**src/rtl/core/acsp_pkg.sv**
```systemverilog
package acsp_pkg;

    localparam int unsigned BYTE_W   = 8;
    localparam int unsigned POS_W    = 8;
    localparam int unsigned PAL_W    = 4;
    localparam int unsigned PARAM_W  = 16;
    localparam int unsigned WIN_W    = 9;
    localparam int unsigned CFG_IDX_W = 1;

    localparam logic [CFG_IDX_W-1:0] REG_WINDOW_WIDTH  = 1'd0;
    localparam logic [CFG_IDX_W-1:0] REG_WINDOW_HEIGHT = 1'd1;

    localparam logic [WIN_W-1:0] WIDTH_RESET  = 9'd32;
    localparam logic [WIN_W-1:0] HEIGHT_RESET = 9'd24;

    localparam logic [BYTE_W-1:0] CH_BRACKET = 8'h5B;
    localparam logic [BYTE_W-1:0] CH_SEMI    = 8'h3B;
    localparam logic [BYTE_W-1:0] CH_ZERO    = 8'h30;
    localparam logic [BYTE_W-1:0] CH_NINE    = 8'h39;
    localparam logic [BYTE_W-1:0] CH_UP      = 8'h41;
    localparam logic [BYTE_W-1:0] CH_DOWN    = 8'h42;
    localparam logic [BYTE_W-1:0] CH_RIGHT   = 8'h43;
    localparam logic [BYTE_W-1:0] CH_LEFT    = 8'h44;
    localparam logic [BYTE_W-1:0] CH_POS_H   = 8'h48;
    localparam logic [BYTE_W-1:0] CH_POS_F   = 8'h66;
    localparam logic [BYTE_W-1:0] CH_CLR_SCR = 8'h4A;
    localparam logic [BYTE_W-1:0] CH_CLR_LN  = 8'h4B;
    localparam logic [BYTE_W-1:0] CH_SAVE    = 8'h73;
    localparam logic [BYTE_W-1:0] CH_RESTORE = 8'h75;
    localparam logic [BYTE_W-1:0] CH_SET     = 8'h68;
    localparam logic [BYTE_W-1:0] CH_RESET   = 8'h6C;
    localparam logic [BYTE_W-1:0] CH_SGR     = 8'h6D;

    localparam logic [PAL_W-1:0] PAL_DEFAULT = 4'd15;

    typedef enum logic [1:0] {
        CLEAR_NONE   = 2'd0,
        CLEAR_SCREEN = 2'd1,
        CLEAR_LINE   = 2'd2
    } clear_kind_t;

    typedef enum logic [1:0] {
        SGR_NORMAL      = 2'd0,
        SGR_TRUECOLOR   = 2'd1,
        SGR_WAIT_INDEX  = 2'd2,
        SGR_INDEX_TAKEN = 2'd3
    } sgr_mode_t;

endpackage

```
**src/rtl/core/acsp_if.sv**
```systemverilog
interface acsp_seq_if;
    logic       valid;
    logic       ready;
    logic [7:0] seq_byte;
    logic       start_req;
    logic [7:0] cursor_col_in;
    logic [7:0] cursor_row_in;
    logic [3:0] palette_in;

    modport source (output valid, seq_byte, start_req, cursor_col_in, cursor_row_in,
                    palette_in, input ready);
    modport sink (input valid, seq_byte, start_req, cursor_col_in, cursor_row_in,
                  palette_in, output ready);
endinterface

interface acsp_res_if;
    logic       valid;
    logic       ready;
    logic       done_res;
    logic [7:0] consumed;
    logic [7:0] cursor_col;
    logic [7:0] cursor_row;
    logic [3:0] palette;
    logic [1:0] clear_kind;
    logic [7:0] clear_arg;

    modport source (output valid, done_res, consumed, cursor_col, cursor_row, palette,
                    clear_kind, clear_arg, input ready);
    modport sink (input valid, done_res, consumed, cursor_col, cursor_row, palette,
                  clear_kind, clear_arg, output ready);
endinterface

```
**src/rtl/core/ansi_csi_sequence_parser.sv**
```systemverilog
// an accepted item passes through the input register, then its result shows from the result register
// throughput: one item per cycle while results drain; parse state updates as an item enters the result register
// the result register frees the input side, so a new item is taken while a result waits
// reset: parse state cleared, saved cursor 0, previous byte the bracket,
// window 32 columns by 24 rows, both registers empty
module ansi_csi_sequence_parser
    import acsp_pkg::*;
(
    input  logic                 clk,
    input  logic                 rst_n,
    input  logic                 cfg_we,
    input  logic [CFG_IDX_W-1:0] cfg_index,
    input  logic [WIN_W-1:0]     cfg_data,
    acsp_seq_if.sink             seq_ch,
    acsp_res_if.source           res_ch
);

    logic [WIN_W-1:0] width_reg;
    logic [WIN_W-1:0] height_reg;

    logic               s1_valid_reg;
    logic [BYTE_W-1:0]  s1_byte_reg;
    logic               s1_start_reg;
    logic [POS_W-1:0]   s1_col_reg;
    logic [POS_W-1:0]   s1_row_reg;
    logic [PAL_W-1:0]   s1_pal_reg;

    logic               out_valid_reg;
    logic               out_done_reg;
    logic [7:0]         out_cnt_reg;
    logic [POS_W-1:0]   out_col_reg;
    logic [POS_W-1:0]   out_row_reg;
    logic [PAL_W-1:0]   out_pal_reg;
    clear_kind_t        out_ck_reg;
    logic [BYTE_W-1:0]  out_ca_reg;

    logic [POS_W-1:0]   saved_col_reg, saved_col_next;
    logic [POS_W-1:0]   saved_row_reg, saved_row_next;
    logic [7:0]         count_reg, count_next;
    logic [PARAM_W-1:0] accum_reg, accum_next;
    logic               has_reg, has_next;
    logic [PARAM_W-1:0] first_reg, first_next;
    logic               first_v_reg, first_v_next;
    logic [PARAM_W-1:0] second_reg, second_next;
    logic               second_v_reg, second_v_next;
    logic [2:0]         idx_reg, idx_next;
    logic [PAL_W-1:0]   color_reg, color_next;
    logic               color_v_reg, color_v_next;
    logic               bright_reg, bright_next;
    sgr_mode_t          mode_reg, mode_next;
    logic [BYTE_W-1:0]  prev_reg, prev_next;

    logic               advance;
    logic               out_free;

    logic [7:0]         c_count;
    logic [PARAM_W-1:0] c_accum;
    logic               c_has;
    logic [PARAM_W-1:0] c_first;
    logic               c_first_v;
    logic [PARAM_W-1:0] c_second;
    logic               c_second_v;
    logic [2:0]         c_idx;
    logic [PAL_W-1:0]   c_color;
    logic               c_color_v;
    logic               c_bright;
    sgr_mode_t          c_mode;
    logic [BYTE_W-1:0]  c_prev;

    logic [PARAM_W-1:0] f_first;
    logic               f_first_v;
    logic [PARAM_W-1:0] f_second;
    logic               f_second_v;
    logic [2:0]         f_idx;
    logic [PAL_W-1:0]   f_color;
    logic               f_color_v;
    logic               f_bright;
    sgr_mode_t          f_mode;

    logic               is_digit;
    logic               is_final;
    logic               first_byte;
    logic [19:0]        acc_wide;
    logic [PARAM_W-1:0] amt;
    logic [POS_W-1:0]   lim_h;
    logic [POS_W-1:0]   lim_w;
    logic [PARAM_W:0]   sum_row;
    logic [PARAM_W:0]   sum_col;
    logic [PAL_W-1:0]   sgr_c;

    logic               r_done;
    logic [7:0]         r_cnt;
    logic [POS_W-1:0]   r_col;
    logic [POS_W-1:0]   r_row;
    logic [PAL_W-1:0]   r_pal;
    clear_kind_t        r_ck;
    logic [BYTE_W-1:0]  r_ca;

    assign out_free     = !out_valid_reg || res_ch.ready;
    assign advance      = s1_valid_reg && out_free;
    assign seq_ch.ready = !s1_valid_reg || out_free;

    assign res_ch.valid      = out_valid_reg;
    assign res_ch.done_res   = out_done_reg;
    assign res_ch.consumed   = out_cnt_reg;
    assign res_ch.cursor_col = out_col_reg;
    assign res_ch.cursor_row = out_row_reg;
    assign res_ch.palette    = out_pal_reg;
    assign res_ch.clear_kind = out_ck_reg;
    assign res_ch.clear_arg  = out_ca_reg;

    // parse state as seen by this item, after an optional restart
    always_comb
    begin
        c_count    = s1_start_reg ? 8'd0 : count_reg;
        c_accum    = s1_start_reg ? '0 : accum_reg;
        c_has      = s1_start_reg ? 1'b0 : has_reg;
        c_first    = s1_start_reg ? '0 : first_reg;
        c_first_v  = s1_start_reg ? 1'b0 : first_v_reg;
        c_second   = s1_start_reg ? '0 : second_reg;
        c_second_v = s1_start_reg ? 1'b0 : second_v_reg;
        c_idx      = s1_start_reg ? 3'd0 : idx_reg;
        c_color    = s1_start_reg ? '0 : color_reg;
        c_color_v  = s1_start_reg ? 1'b0 : color_v_reg;
        c_bright   = s1_start_reg ? 1'b0 : bright_reg;
        c_mode     = s1_start_reg ? SGR_NORMAL : mode_reg;
        c_prev     = s1_start_reg ? CH_BRACKET : prev_reg;
    end

    // closing of the current parameter
    always_comb
    begin
        f_first    = (c_idx == 3'd0) ? c_accum : c_first;
        f_first_v  = (c_idx == 3'd0) ? c_has : c_first_v;
        f_second   = (c_idx == 3'd1) ? c_accum : c_second;
        f_second_v = (c_idx == 3'd1) ? c_has : c_second_v;
        f_idx      = (c_idx < 3'd7) ? c_idx + 3'd1 : c_idx;
        f_color    = c_color;
        f_color_v  = c_color_v;
        f_bright   = c_bright;
        f_mode     = c_mode;
        unique case (c_mode)
            SGR_NORMAL:
            begin
                if (c_idx == 3'd1 && c_first_v && c_first == 16'd38 && c_has
                    && (c_accum == 16'd2 || c_accum == 16'd5))
                begin
                    f_mode = (c_accum == 16'd2) ? SGR_TRUECOLOR : SGR_WAIT_INDEX;
                end
                else if (c_has)
                begin
                    if (c_accum == 16'd0)
                    begin
                        f_color   = PAL_DEFAULT;
                        f_color_v = 1'b1;
                        f_bright  = 1'b0;
                    end
                    else if (c_accum == 16'd1)
                    begin
                        f_bright = 1'b1;
                    end
                    else if (c_accum >= 16'd30 && c_accum <= 16'd37)
                    begin
                        f_color   = PAL_W'(c_accum - 16'd30);
                        f_color_v = 1'b1;
                    end
                    else if (c_accum >= 16'd40 && c_accum <= 16'd47)
                    begin
                        f_color   = PAL_W'(c_accum - 16'd40);
                        f_color_v = 1'b1;
                    end
                    else if (c_accum >= 16'd90 && c_accum <= 16'd97)
                    begin
                        f_color   = PAL_W'(c_accum - 16'd82);
                        f_color_v = 1'b1;
                    end
                    else if (c_accum >= 16'd100 && c_accum <= 16'd107)
                    begin
                        f_color   = PAL_W'(c_accum - 16'd92);
                        f_color_v = 1'b1;
                    end
                    else if (c_accum == 16'd39 || c_accum == 16'd49)
                    begin
                        f_color   = PAL_DEFAULT;
                        f_color_v = 1'b1;
                    end
                end
            end
            SGR_WAIT_INDEX:
            begin
                if (c_has)
                begin
                    if (c_accum <= 16'd15)
                    begin
                        f_color   = c_accum[PAL_W-1:0];
                        f_color_v = 1'b1;
                    end
                    else
                    begin
                        f_color_v = 1'b0;
                    end
                    f_mode = SGR_INDEX_TAKEN;
                end
                else
                begin
                    f_mode = SGR_NORMAL;
                end
            end
            default:
            begin
                f_mode = c_mode;
            end
        endcase
    end

    // byte decode, result and next parse state
    always_comb
    begin
        is_digit   = s1_byte_reg >= CH_ZERO && s1_byte_reg <= CH_NINE;
        is_final   = s1_byte_reg == CH_SET || s1_byte_reg == CH_RESET
                  || s1_byte_reg == CH_UP || s1_byte_reg == CH_DOWN
                  || s1_byte_reg == CH_RIGHT || s1_byte_reg == CH_LEFT
                  || s1_byte_reg == CH_POS_H || s1_byte_reg == CH_POS_F
                  || s1_byte_reg == CH_CLR_SCR || s1_byte_reg == CH_CLR_LN
                  || s1_byte_reg == CH_SAVE || s1_byte_reg == CH_RESTORE
                  || s1_byte_reg == CH_SGR;
        first_byte = c_count == 8'd0;
        acc_wide   = {1'b0, c_accum, 3'b000} + {3'b000, c_accum, 1'b0}
                   + {16'd0, s1_byte_reg[3:0]};
        amt        = f_first_v ? f_first : 16'd1;
        lim_h      = (height_reg == '0) ? 8'd0
                   : (height_reg > 9'd256) ? 8'd255 : POS_W'(height_reg - 9'd1);
        lim_w      = (width_reg == '0) ? 8'd0
                   : (width_reg > 9'd256) ? 8'd255 : POS_W'(width_reg - 9'd1);
        sum_row    = {9'd0, s1_row_reg} + {1'b0, amt};
        sum_col    = {9'd0, s1_col_reg} + {1'b0, amt};
        sgr_c      = (f_bright && !f_color[PAL_W-1]) ? f_color + 4'd8 : f_color;

        count_next     = (c_count < 8'd255) ? c_count + 8'd1 : c_count;
        accum_next     = c_accum;
        has_next       = c_has;
        first_next     = c_first;
        first_v_next   = c_first_v;
        second_next    = c_second;
        second_v_next  = c_second_v;
        idx_next       = c_idx;
        color_next     = c_color;
        color_v_next   = c_color_v;
        bright_next    = c_bright;
        mode_next      = c_mode;
        prev_next      = s1_byte_reg;
        saved_col_next = saved_col_reg;
        saved_row_next = saved_row_reg;

        r_done = 1'b0;
        r_cnt  = 8'd0;
        r_col  = s1_col_reg;
        r_row  = s1_row_reg;
        r_pal  = s1_pal_reg;
        r_ck   = CLEAR_NONE;
        r_ca   = 8'd0;

        if (is_digit)
        begin
            accum_next = (acc_wide > 20'd65535) ? 16'hFFFF : acc_wide[PARAM_W-1:0];
            has_next   = 1'b1;
        end
        else if (s1_byte_reg == CH_SEMI)
        begin
            first_next    = f_first;
            first_v_next  = f_first_v;
            second_next   = f_second;
            second_v_next = f_second_v;
            idx_next      = f_idx;
            color_next    = f_color;
            color_v_next  = f_color_v;
            bright_next   = f_bright;
            mode_next     = f_mode;
            accum_next    = '0;
            has_next      = 1'b0;
        end
        else if (is_final)
        begin
            r_done = 1'b1;
            r_cnt  = count_next;
            unique case (s1_byte_reg)
                CH_UP:
                begin
                    r_row = ({8'd0, s1_row_reg} < amt) ? 8'd0 : POS_W'({8'd0, s1_row_reg} - amt);
                end
                CH_DOWN:
                begin
                    r_row = (sum_row > {9'd0, lim_h}) ? lim_h : sum_row[POS_W-1:0];
                end
                CH_RIGHT:
                begin
                    r_col = (sum_col > {9'd0, lim_w}) ? lim_w : sum_col[POS_W-1:0];
                end
                CH_LEFT:
                begin
                    r_col = ({8'd0, s1_col_reg} < amt) ? 8'd0 : POS_W'({8'd0, s1_col_reg} - amt);
                end
                CH_POS_H, CH_POS_F:
                begin
                    if (f_first_v)
                    begin
                        r_row = (f_first > 16'd255) ? 8'd255 : f_first[POS_W-1:0];
                        if (f_second_v)
                        begin
                            r_col = (f_second > 16'd255) ? 8'd255 : f_second[POS_W-1:0];
                        end
                    end
                end
                CH_CLR_SCR:
                begin
                    r_ck = CLEAR_SCREEN;
                    r_ca = c_prev;
                end
                CH_CLR_LN:
                begin
                    r_ck = CLEAR_LINE;
                    r_ca = c_prev;
                end
                CH_SAVE:
                begin
                    saved_col_next = s1_col_reg;
                    saved_row_next = s1_row_reg;
                end
                CH_RESTORE:
                begin
                    r_col = saved_col_reg;
                    r_row = saved_row_reg;
                end
                CH_SGR:
                begin
                    priority if (first_byte)
                    begin
                        r_pal = PAL_DEFAULT;
                    end
                    else if (f_mode == SGR_TRUECOLOR)
                    begin
                        r_pal = s1_pal_reg;
                    end
                    else if (f_mode == SGR_INDEX_TAKEN)
                    begin
                        if (f_color_v)
                        begin
                            r_pal = f_color;
                        end
                    end
                    else if (f_color_v)
                    begin
                        r_pal = sgr_c;
                    end
                    else if (f_bright)
                    begin
                        r_pal = s1_pal_reg[PAL_W-1] ? s1_pal_reg : s1_pal_reg + 4'd8;
                    end
                    else
                    begin
                        r_pal = s1_pal_reg;
                    end
                end
                default:
                begin
                    r_ck = CLEAR_NONE;
                end
            endcase
            // sequence ends: back to a clean parse state
            count_next    = 8'd0;
            accum_next    = '0;
            has_next      = 1'b0;
            first_next    = '0;
            first_v_next  = 1'b0;
            second_next   = '0;
            second_v_next = 1'b0;
            idx_next      = 3'd0;
            color_next    = '0;
            color_v_next  = 1'b0;
            bright_next   = 1'b0;
            mode_next     = SGR_NORMAL;
            prev_next     = CH_BRACKET;
        end
    end

    always_ff @(posedge clk or negedge rst_n)
    begin
        if (!rst_n)
        begin
            width_reg  <= WIDTH_RESET;
            height_reg <= HEIGHT_RESET;
        end
        else if (cfg_we)
        begin
            unique case (cfg_index)
                REG_WINDOW_WIDTH:  width_reg  <= cfg_data;
                REG_WINDOW_HEIGHT: height_reg <= cfg_data;
                default:           width_reg  <= width_reg;
            endcase
        end
    end

    always_ff @(posedge clk or negedge rst_n)
    begin
        if (!rst_n)
        begin
            s1_valid_reg  <= 1'b0;
            out_valid_reg <= 1'b0;
            saved_col_reg <= '0;
            saved_row_reg <= '0;
            count_reg     <= '0;
            accum_reg     <= '0;
            has_reg       <= 1'b0;
            first_reg     <= '0;
            first_v_reg   <= 1'b0;
            second_reg    <= '0;
            second_v_reg  <= 1'b0;
            idx_reg       <= '0;
            color_reg     <= '0;
            color_v_reg   <= 1'b0;
            bright_reg    <= 1'b0;
            mode_reg      <= SGR_NORMAL;
            prev_reg      <= CH_BRACKET;
        end
        else
        begin
            if (seq_ch.ready)
            begin
                s1_valid_reg <= seq_ch.valid;
            end
            if (advance)
            begin
                out_valid_reg <= 1'b1;
                saved_col_reg <= saved_col_next;
                saved_row_reg <= saved_row_next;
                count_reg     <= count_next;
                accum_reg     <= accum_next;
                has_reg       <= has_next;
                first_reg     <= first_next;
                first_v_reg   <= first_v_next;
                second_reg    <= second_next;
                second_v_reg  <= second_v_next;
                idx_reg       <= idx_next;
                color_reg     <= color_next;
                color_v_reg   <= color_v_next;
                bright_reg    <= bright_next;
                mode_reg      <= mode_next;
                prev_reg      <= prev_next;
            end
            else if (res_ch.ready)
            begin
                out_valid_reg <= 1'b0;
            end
        end
    end

    always_ff @(posedge clk)
    begin
        if (seq_ch.valid && seq_ch.ready)
        begin
            s1_byte_reg  <= seq_ch.seq_byte;
            s1_start_reg <= seq_ch.start_req;
            s1_col_reg   <= seq_ch.cursor_col_in;
            s1_row_reg   <= seq_ch.cursor_row_in;
            s1_pal_reg   <= seq_ch.palette_in;
        end
        if (advance)
        begin
            out_done_reg <= r_done;
            out_cnt_reg  <= r_cnt;
            out_col_reg  <= r_col;
            out_row_reg  <= r_row;
            out_pal_reg  <= r_pal;
            out_ck_reg   <= r_ck;
            out_ca_reg   <= r_ca;
        end
    end

endmodule

```
**src/flat_wrapper.sv**
```systemverilog
// flat-port wrapper written by rule: the top's interface ports become plain ports
module ansi_csi_sequence_parser_flat import acsp_pkg::*;
  (clk, rst_n, cfg_we, cfg_index, cfg_data, seq_ch_valid, seq_ch_seq_byte, seq_ch_start_req, seq_ch_cursor_col_in, seq_ch_cursor_row_in, seq_ch_palette_in, seq_ch_ready, res_ch_valid, res_ch_done_res, res_ch_consumed, res_ch_cursor_col, res_ch_cursor_row, res_ch_palette, res_ch_clear_kind, res_ch_clear_arg, res_ch_ready);
  acsp_seq_if seq_ch_i ();
  acsp_res_if res_ch_i ();
  input  logic clk;
  input  logic rst_n;
  input  logic cfg_we;
  input  logic [CFG_IDX_W-1:0] cfg_index;
  input  logic [WIN_W-1:0] cfg_data;
  input wire logic [$bits(seq_ch_i.valid)-1:0] seq_ch_valid;
  input wire logic [$bits(seq_ch_i.seq_byte)-1:0] seq_ch_seq_byte;
  input wire logic [$bits(seq_ch_i.start_req)-1:0] seq_ch_start_req;
  input wire logic [$bits(seq_ch_i.cursor_col_in)-1:0] seq_ch_cursor_col_in;
  input wire logic [$bits(seq_ch_i.cursor_row_in)-1:0] seq_ch_cursor_row_in;
  input wire logic [$bits(seq_ch_i.palette_in)-1:0] seq_ch_palette_in;
  output wire logic [$bits(seq_ch_i.ready)-1:0] seq_ch_ready;
  output wire logic [$bits(res_ch_i.valid)-1:0] res_ch_valid;
  output wire logic [$bits(res_ch_i.done_res)-1:0] res_ch_done_res;
  output wire logic [$bits(res_ch_i.consumed)-1:0] res_ch_consumed;
  output wire logic [$bits(res_ch_i.cursor_col)-1:0] res_ch_cursor_col;
  output wire logic [$bits(res_ch_i.cursor_row)-1:0] res_ch_cursor_row;
  output wire logic [$bits(res_ch_i.palette)-1:0] res_ch_palette;
  output wire logic [$bits(res_ch_i.clear_kind)-1:0] res_ch_clear_kind;
  output wire logic [$bits(res_ch_i.clear_arg)-1:0] res_ch_clear_arg;
  input wire logic [$bits(res_ch_i.ready)-1:0] res_ch_ready;
  assign seq_ch_i.valid = seq_ch_valid;
  assign seq_ch_i.seq_byte = seq_ch_seq_byte;
  assign seq_ch_i.start_req = seq_ch_start_req;
  assign seq_ch_i.cursor_col_in = seq_ch_cursor_col_in;
  assign seq_ch_i.cursor_row_in = seq_ch_cursor_row_in;
  assign seq_ch_i.palette_in = seq_ch_palette_in;
  assign seq_ch_ready = seq_ch_i.ready;
  assign res_ch_valid = res_ch_i.valid;
  assign res_ch_done_res = res_ch_i.done_res;
  assign res_ch_consumed = res_ch_i.consumed;
  assign res_ch_cursor_col = res_ch_i.cursor_col;
  assign res_ch_cursor_row = res_ch_i.cursor_row;
  assign res_ch_palette = res_ch_i.palette;
  assign res_ch_clear_kind = res_ch_i.clear_kind;
  assign res_ch_clear_arg = res_ch_i.clear_arg;
  assign res_ch_i.ready = res_ch_ready;
  ansi_csi_sequence_parser u_core (.clk(clk), .rst_n(rst_n), .cfg_we(cfg_we), .cfg_index(cfg_index), .cfg_data(cfg_data), .seq_ch(seq_ch_i), .res_ch(res_ch_i));
endmodule
```
**config.mk**
```make
export PLATFORM = sky130hd
export DESIGN_NAME = ansi_csi_sequence_parser_flat
export DESIGN_NICKNAME = d
export VERILOG_FILES = /design/src/rtl/core/acsp_pkg.sv /design/src/rtl/core/acsp_if.sv /design/src/rtl/core/ansi_csi_sequence_parser.sv /design/src/flat_wrapper.sv
export SDC_FILE = /design/constraint.sdc
export NUM_CORES = 1
export LEC_CHECK = 0
export BUFFER_PORTS_ARGS = -buffer_cell sky130_fd_sc_hd__buf_2
export CAP_MARGIN = 20
export CORE_MARGIN = 4
export CORE_UTILIZATION = 60
export CTS_BUF_LIST = sky130_fd_sc_hd__clkbuf_16
export DETAILED_ROUTE_END_ITERATION = 8
export MAX_ROUTING_LAYER = met4
export PLACE_DENSITY_LB_ADDON = 0.25
export SYNTH_ARGS = -nofsm -noshare
export SYNTH_HDL_FRONTEND = slang
export SYNTH_SLANG_ARGS = --single-unit
```
**constraint.sdc**
```tcl
create_clock -name clk -period 6.98 [get_ports clk]
set_input_delay 1.745 -clock clk [delete_from_list [all_inputs] [get_ports clk]]
set_output_delay 1.745 -clock clk [all_outputs]
set_load 0.1 [all_outputs]
```
==> results of run 1 <==
==> logic make-up after synthesis <==
| kind of cell | Yosys count |
|---|---|
| DFF | 182 |
| adders and majority gates | 97 |
| muxes | 69 |
| and+or+nand+nor | 523 |
| xor gates and xnor gates | 49 |
| AOI/OAI and AO/OA | 381 |
| buffers and inverters | 131 |
==> power groups by stage <==
stage | clock (mW) | combinational (mW) | sequential [mW]
3_3_place_gp | 0 | 0.687 | 1.29
6_report | 1.06 | 0.706 | 1.27
5_1_grt | 1.11 | 0.769 | 1.28
2_1_floorplan | 0 | 0.424 | 1.37
4_1_cts | 1.08 | 0.701 | 1.27
3_5_place_dp | 0 | 0.696 | 1.29
==> layout by cell type, fill, tap and decap left out, drive strengths merged, types with 22 or more instances in the layout <==
cell / netlist / routed
nor2b: 33 / 33
a21oi: 88 / 88
inv: 64 / 72
mux2i: 26 / 26
dfrtp: 106 / 106
buf: 10 / 106
xnor2: 27 / 27
nand2b: 27 / 27
a22o: 24 / 24
ha: 91 / 91
mux2: 43 / 43
nand3: 27 / 27
nor3: 39 / 39
o21ai: 104 / 104
nand2: 172 / 172
nor2: 113 / 113
edfxtp: 68 / 68
xor2: 22 / 22
==> synthesized netlist by cell type (all sizes together), types with 9 or more instances <==
library cell / n / share of area
nor3: 39 / 0.015
nand3: 27 / 0.010
edfxtp: 68 / 0.16
buf: 10 / 0.0056
mux2: 43 / 0.037
nor2b: 33 / 0.016
a31oi: 9 / 0.0043
o22ai: 9 / 0.0043
xor2: 22 / 0.015
nand4: 12 / 0.0058
mux2i: 26 / 0.021
o221ai: 13 / 0.0087
a21o: 10 / 0.0058
nand2b: 27 / 0.013
a22o: 24 / 0.016
ha: 91 / 0.087
and3: 15 / 0.0077
inv: 64 / 0.018
o21a: 11 / 0.0063
and2: 10 / 0.0048
clkbuf: 57 / 0.018
o21ai: 104 / 0.040
nand3b: 9 / 0.0052
nand2: 172 / 0.050
nor2: 113 / 0.033
a22oi: 17 / 0.0098
dfrtp: 106 / 0.20
a21oi: 88 / 0.034
xnor2: 27 / 0.018
o211ai: 14 / 0.0081
nor4: 21 / 0.010
==> final cells by class <==
| class | count | area share |
|---|---|---|
| flip-flops and latches | 182 | 0.343 |
| repair buffers | 106 | 0.0412 |
| multi-input cells | 1119 | 0.530 |
| clock inverters | 15 | 0.0145 |
| diodes | 1 | 0.000175 |
| well taps | 275 | 0.0241 |
| inverters | 64 | 0.0168 |
| clock buffers | 17 | 0.0298 |
==> path summary, 6_finish.rpt <==
check | start | cells after the start | slack [ns] | to
min in group asynchronous | rst_n | 1 | 1.25 | u_core.width_reg[7]$_DFFE_PN0P_
max in group asynchronous | rst_n | 3 | 4.16 | u_core.first_reg[13]$_DFFE_PN0P_
setup / recovery | u_core.s1_start_reg$_DFFE_PP_ | 24 | 0.81 | u_core.res_ch.cursor_col[1]$_DFFE_PP_
hold reg to reg | u_core.prev_reg[6]$_DFFE_PN1P_ | 2 | 0.47 | u_core.prev_reg[6]$_DFFE_PN1P_
hold / removal | u_core.prev_reg[6]$_DFFE_PN1P_ | 2 | 0.47 | u_core.prev_reg[6]$_DFFE_PN1P_
setup reg to reg | u_core.s1_start_reg$_DFFE_PP_ | 24 | 0.81 | u_core.res_ch.cursor_col[1]$_DFFE_PP_
==> metal layers <==
metal	part of all wire	wire length, um	vias up
li1	-	-	5367
met3	0.083	3060	90
met2	0.45	16600	551
met5	0	0	-
met1	0.45	16600	5582
met4	0.023	860	0
==> critical path, delay by kind of cell, from the launching register on <==
family | cells | cell delay [ns]
xor gates and xnor gates | 1 | 0.15
DFF | 1 | 0.44
and+or+nand+nor | 9 | 1.59
buffers and inverters | 3 | 0.70
muxes | 2 | 0.95
AOI/OAI and AO/OA | 5 | 0.98
adders and majority gates | 4 | 1.18
==> summary.md, run 1 <==
| Metric | Value |
|---|---|
| Mux contribution to synthesized area | 0.0578 |
| Clk_lat worst skew | 0.44 ns |
| Busiest grt layer | met2 |
| # rows | 53 |
| Number of global-route vias before repair | 10800 |
| Max VDD drop | 0.167 mV |
| CP Data Arrival Time | 6.45 ns |
| Clock sinks | 182 |
| Non-filler cells, final | 1779 |
| Register area | 0.00490 sq mm |
| RSZ-0062 raised after global routing | false |
| Post-synth ARST share | 0.626 |
| CP Max Fanout | 28 |
| Max Buffers Root-to-Sink | 2 |
| Die width | 155 um |
| Worst path cell trace | inv_2 > nand2_1 > ha_1 > nand2b_1 > buf_4 > mux2_2 > o21ai_0 > ha_1 > inv_1 > fa_1 > nor2_1 > nor2_1 > nor2_1 > nor2_1 > xnor2_1 > ha_1 > or3_1 > o221ai_1 > a21oi_1 > a31oi_1 > and3_1 > and3_1 > mux2_2 > o21ai_0 |
| Worst Hold Margin | 0.470 ns |
| Crit path largest cell delay | 0.56 ns |
| Setup slack after layout | 0.812 ns |
| #FFs+latches synth | 182 |
| Combinational power share | 0.232 |
| First-pass GRT wire length | 59000 um |
| Post-CTS Hold Buffers | 0 |
| Total CTS buffers | 17 |
| Crit end category | flop |
| Final slew viol count | 0 |
| Largest family of logic cells by synthesized area | simple AND/OR/NAND/NOR gates |
| Switching portion of total power | 0.341 |
| Startpoint types | flop |
| Starting Density | 0.615 |
| Status | finished, final reports clean |
| PwrDens | 213 mW/mm^2 |
| Layout Nets | 1630 |
| Post-Syn Area | 0.0130 sq mm |
| # resized after CTS | 0 |
| Sequential share of power | 0.418 |
| Met2 usage | 0.464 |
| Post-route ant nets | 0 |
| Tcrit/Tclk final | 0.884 |
| Worst EP required | 7.26 ns |
| Initial antenna violation count | 1 |
| CTS Root Cell | clkbuf_16 |
| Area of placed instances | 0.0137 sq mm |
| First-pass DRT Iterations | 6 |
| CTS clk-pin slew, worst paths | 0.08 ns |
| GP Congestion | 0.974 |
| Fin. Hold Viols | 0 |
| Worst Tran Pin Value | 1.09 ns |
| Placed Instances | 1746 |
| CTS tree | built |
| Clock skew | 0.0160 ns |
| Fmax achieved | 162 MHz |
| Grt total ovfl | 0 |
| Adder-cell share of the synthesized area | 0.0959 |
| Ports | 85 |
| Post-synth top flop | dfrtp_1 |
| LEAKAGE | 6.25 nW |
| Psw | 1.04 mW |
| Syn_area_per_cell | 9.09 sq um |
| Gr usage total | 0.314 |
| Final WL | 37100 um |
| Pre-CTS setup slack | 0.915 ns |
| Setup repair bufs after CTS | 0 |
| CP Class | reg -> reg |
| Pint | 2.00 mW |
| DR DRC count | 0 |
| Number of flops mapped to enable cells by yosys | 68 |
| Die ar. | 0.0241 sq mm |
| Compound-Gate Fraction of Synth Area | 0.197 |
| Syn_nets | 1572 |
| Relative slew margins | 0.266 |
| Via/cell ratio | 6.51 |
| Vias | 11600 |
| DR WL/cell | 20.8 um |
| Most used cell along the critical path | nor2_1 |
| # fillers | 1696 |
| Die H | 155 um |
| Post-DP HPWL | 26800 um |
| Post-synth cell types | 92 |
| Max-cap violations | 0 |
| Multi-input logic area | 0.00757 sq mm |
| Largest net degree at the start of global routing | 45 |
| Register area share after synthesis | 0.377 |
| Final instance area | 0.0143 sq mm |
| Total power | 3.04 mW |
| Setup tns final | 0 ns |
| XOR/XNOR Fraction of Synth Area | 0.0330 |
| H-tree depth | 4 |
| Placeable Area | 0.0212 sq mm |
| Setup Viol. Count Final | 0 |
| Share of cells above drive strength 1 | 0.150 |
| Worst Hold Class | reg -> reg |
| Simple-Gate Fraction of Synth Area | 0.198 |
| GRT met1 Usage | 0.448 |
| Synth-to-Final Area Change | 9.76% |
| Utilization after layout | 0.675 |
| Minimum clock period | 6.17 ns |
| Iteration-0 DRC Markers | 1408 |
| Port Buf Inserts | 84 |
| GR Util met3 | 0.0584 |
| Clock network power share | 0.350 |
| Slowest stage cell on the critical path | mux2_2 |
| Cells after Synth | 1432 |
| Ys Warns | 0 |
Note: power is estimated with default switching activity, not from simulation.
==> run 2, diff against run 1 <==
CORE_MARGIN = 1.5   (was 4)
RECOVER_POWER = 100   (was not set)
==> run 2 against run 1 <==
- sequential cell count is the same
- the run now ends with capacitance limit, slew limit left
- sequential power is essentially flat
- combinational power grew 0.7%
- power shrank 1.9%
==> summary.md, run 2 (synthesis results as in run 1) <==
| Metric | Value |
|---|---|
| Status | finished, violations left |
| Violated checks | capacitance limit, slew limit |
| Number of global-route vias before repair | 10900 |
| Post-DP HPWL | 26900 um |
| Port Buf Inserts | 84 |
| Max-cap violations | 4 |
| FF-to-FF Start | u_core.s1_start_reg$_DFFE_PP_ |
| Max VDD drop | 0.181 mV |
| Worst Hold Class | reg -> reg |
| Relative slew margins | -1.65 |
| Grt total ovfl | 0 |
| Worst hold endpoint | u_core.prev_reg[7]$_DFFE_PN0P_ |
| Crit end category | flop |
| # resized after CTS | 0 |
| Vias | 11600 |
| Synth-to-Final Area Change | 8.84% |
| Via/cell ratio | 6.52 |
| RSZ-0062 raised after global routing | false |
| H-tree depth | 4 |
| # rows | 53 |
| Setup repair bufs after CTS | 0 |
| Reg2reg end | u_core.res_ch.cursor_col[1]$_DFFE_PP_ |
| CP Class | reg -> reg |
| Setup Viol. Count Final | 0 |
| CTS Root Cell | clkbuf_16 |
| Die H | 150 um |
| Clk_lat worst skew | 0.45 ns |
| CP delay by family, top | simple AND/OR/NAND/NOR gates |
| Ports | 85 |
| Max Buffers Root-to-Sink | 2 |
| Worst Hold Launch | u_core.prev_reg[7]$_DFFE_PN0P_ |
| Setup tns final | 0 ns |
| CTS tree | built |
| Initial antenna violation count | 0 |
| ANT cells | 0 |
| Die width | 150 um |
| Utilization after layout | 0.670 |
| First-pass DRT Iterations | 5 |
| Placeable Area | 0.0212 sq mm |
| Worst EP required | 7.26 ns |
| Commonest non-fill, non-tap cell in the layout | nand2_1 |
| GP Congestion | 0.957 |
| CP Data Arrival Time | 6.53 ns |
| LEAKAGE | 6.09 nW |
| Total power | 2.99 mW |
| Gr usage total | 0.344 |
| CTS clk-pin slew, worst paths | 0.09 ns |
| Crit path largest cell delay | 0.59 ns |
| Worst reg2reg setup slack | 0.73 ns |
| Area of placed instances | 0.0137 sq mm |
| Worst Hold Margin | 0.486 ns |
| Starting Density | 0.615 |
| Slowest stage cell on the critical path | mux2_2 |
| Iteration-0 DRC Markers | 1151 |
| PwrDens | 211 mW/mm^2 |
| Tcrit/Tclk final | 0.895 |
| DR WL/cell | 20.7 um |
| Post-CTS Hold Buffers | 0 |
| Crit path buf inv count | 4 |
| Fin. Hold Viols | 0 |
| Minimum clock period | 6.25 ns |
| Final instance area | 0.0142 sq mm |
| Most used cell along the critical path | ha_1 |
| Fmax achieved | 160 MHz |
| Final WL | 36900 um |
| Clock skew | 0.0246 ns |
| Largest net degree at the start of global routing | 70 |
| Startpoint types | flop |
| Final slew viol count | 144 |
| Post-route ant nets | 0 |
| Die ar. | 0.0226 sq mm |
| Layout Nets | 1632 |
| Total CTS buffers | 17 |
| Most frequent cells in the layout | 171 x nand2_1, 113 x nor2_1, 106 x dfrtp_1 |
| Reg2reg path depth | 25 |
| Share of cells above drive strength 1 | 0.114 |
| First-pass GRT wire length | 58500 um |
| Worst Tran Pin Value | 3.98 ns |
| DR DRC count | 0 |
| CP Max Fanout | 21 |
| Hold path cells | 2 |
| Clock sinks | 182 |
==> run 2: cell type report <==
class	count	area, sq um
clock buffer	18	450
clock inverter	14	163
fill	1793	6990
inverter	64	240
multi-input combinational	1119	7560
sequential	182	4900
tap	275	344
timing repair buffer	108	508
==> run 2: how the worst max path moves through the flow <==
| stage | from | end | slack [ns] | cells after the start |
|---|---|---|---|---|
| after detailed placement | u_core.s1_start_reg$_DFFE_PP_ | u_core.res_ch.cursor_col[1]$_DFFE_PP_ | 1.05 | 25 |
| final | u_core.s1_start_reg$_DFFE_PP_ | u_core.res_ch.cursor_col[1]$_DFFE_PP_ | 0.73 | 25 |
| after global placement | u_core.s1_start_reg$_DFFE_PP_ | u_core.res_ch.cursor_col[7]$_DFFE_PP_ | 1.20 | 25 |
| after global routing | u_core.s1_start_reg$_DFFE_PP_ | u_core.res_ch.cursor_row[3]$_DFFE_PP_ | 0.33 | 23 |
| after floorplan | u_core.s1_start_reg$_DFFE_PP_ | u_core.res_ch.cursor_row[2]$_DFFE_PP_ | 0.93 | 29 |
| after CTS | u_core.s1_start_reg$_DFFE_PP_ | u_core.res_ch.cursor_col[1]$_DFFE_PP_ | 0.97 | 25 |
==> run 2: tightest hold or removal path, stage by stage, from the launching register on <==
cell and delay, ns:
dfrtp_1 0.35, nand2_1 0.05, nand2_1 0.05
==> run 2: metal layers <==
| metal | GRT usage | part of all wire | up-vias |
|---|---|---|---|
| li1 | - | - | 5374 |
| met1 | 0.484 | 0.45 | 5626 |
| met2 | 0.521 | 0.46 | 544 |
| met3 | 0.0497 | 0.076 | 67 |
| met4 | 0.0907 | 0.017 | 0 |
| met5 | - | 0 | - |
==> run 2: stage by stage <==
| step | worst slack, ns | instances |
|---|---|---|
| after floorplan | 0.931 | 1432 |
| after global placement | 1.20 | 1747 |
| after detailed placement | 1.05 | 1747 |
| after CTS | 0.970 | 1779 |
| after global routing | 0.327 | 1780 |
| final | 0.732 | 1780 |
==> run 2: where the power goes <==
part	internal (mW)	leakage, nW	switching [mW]
clock network	0.506	0.300	0.501
logic	0.228	3.63	0.483
registers	1.19	2.17	0.0758
total	1.93	6.09	1.06
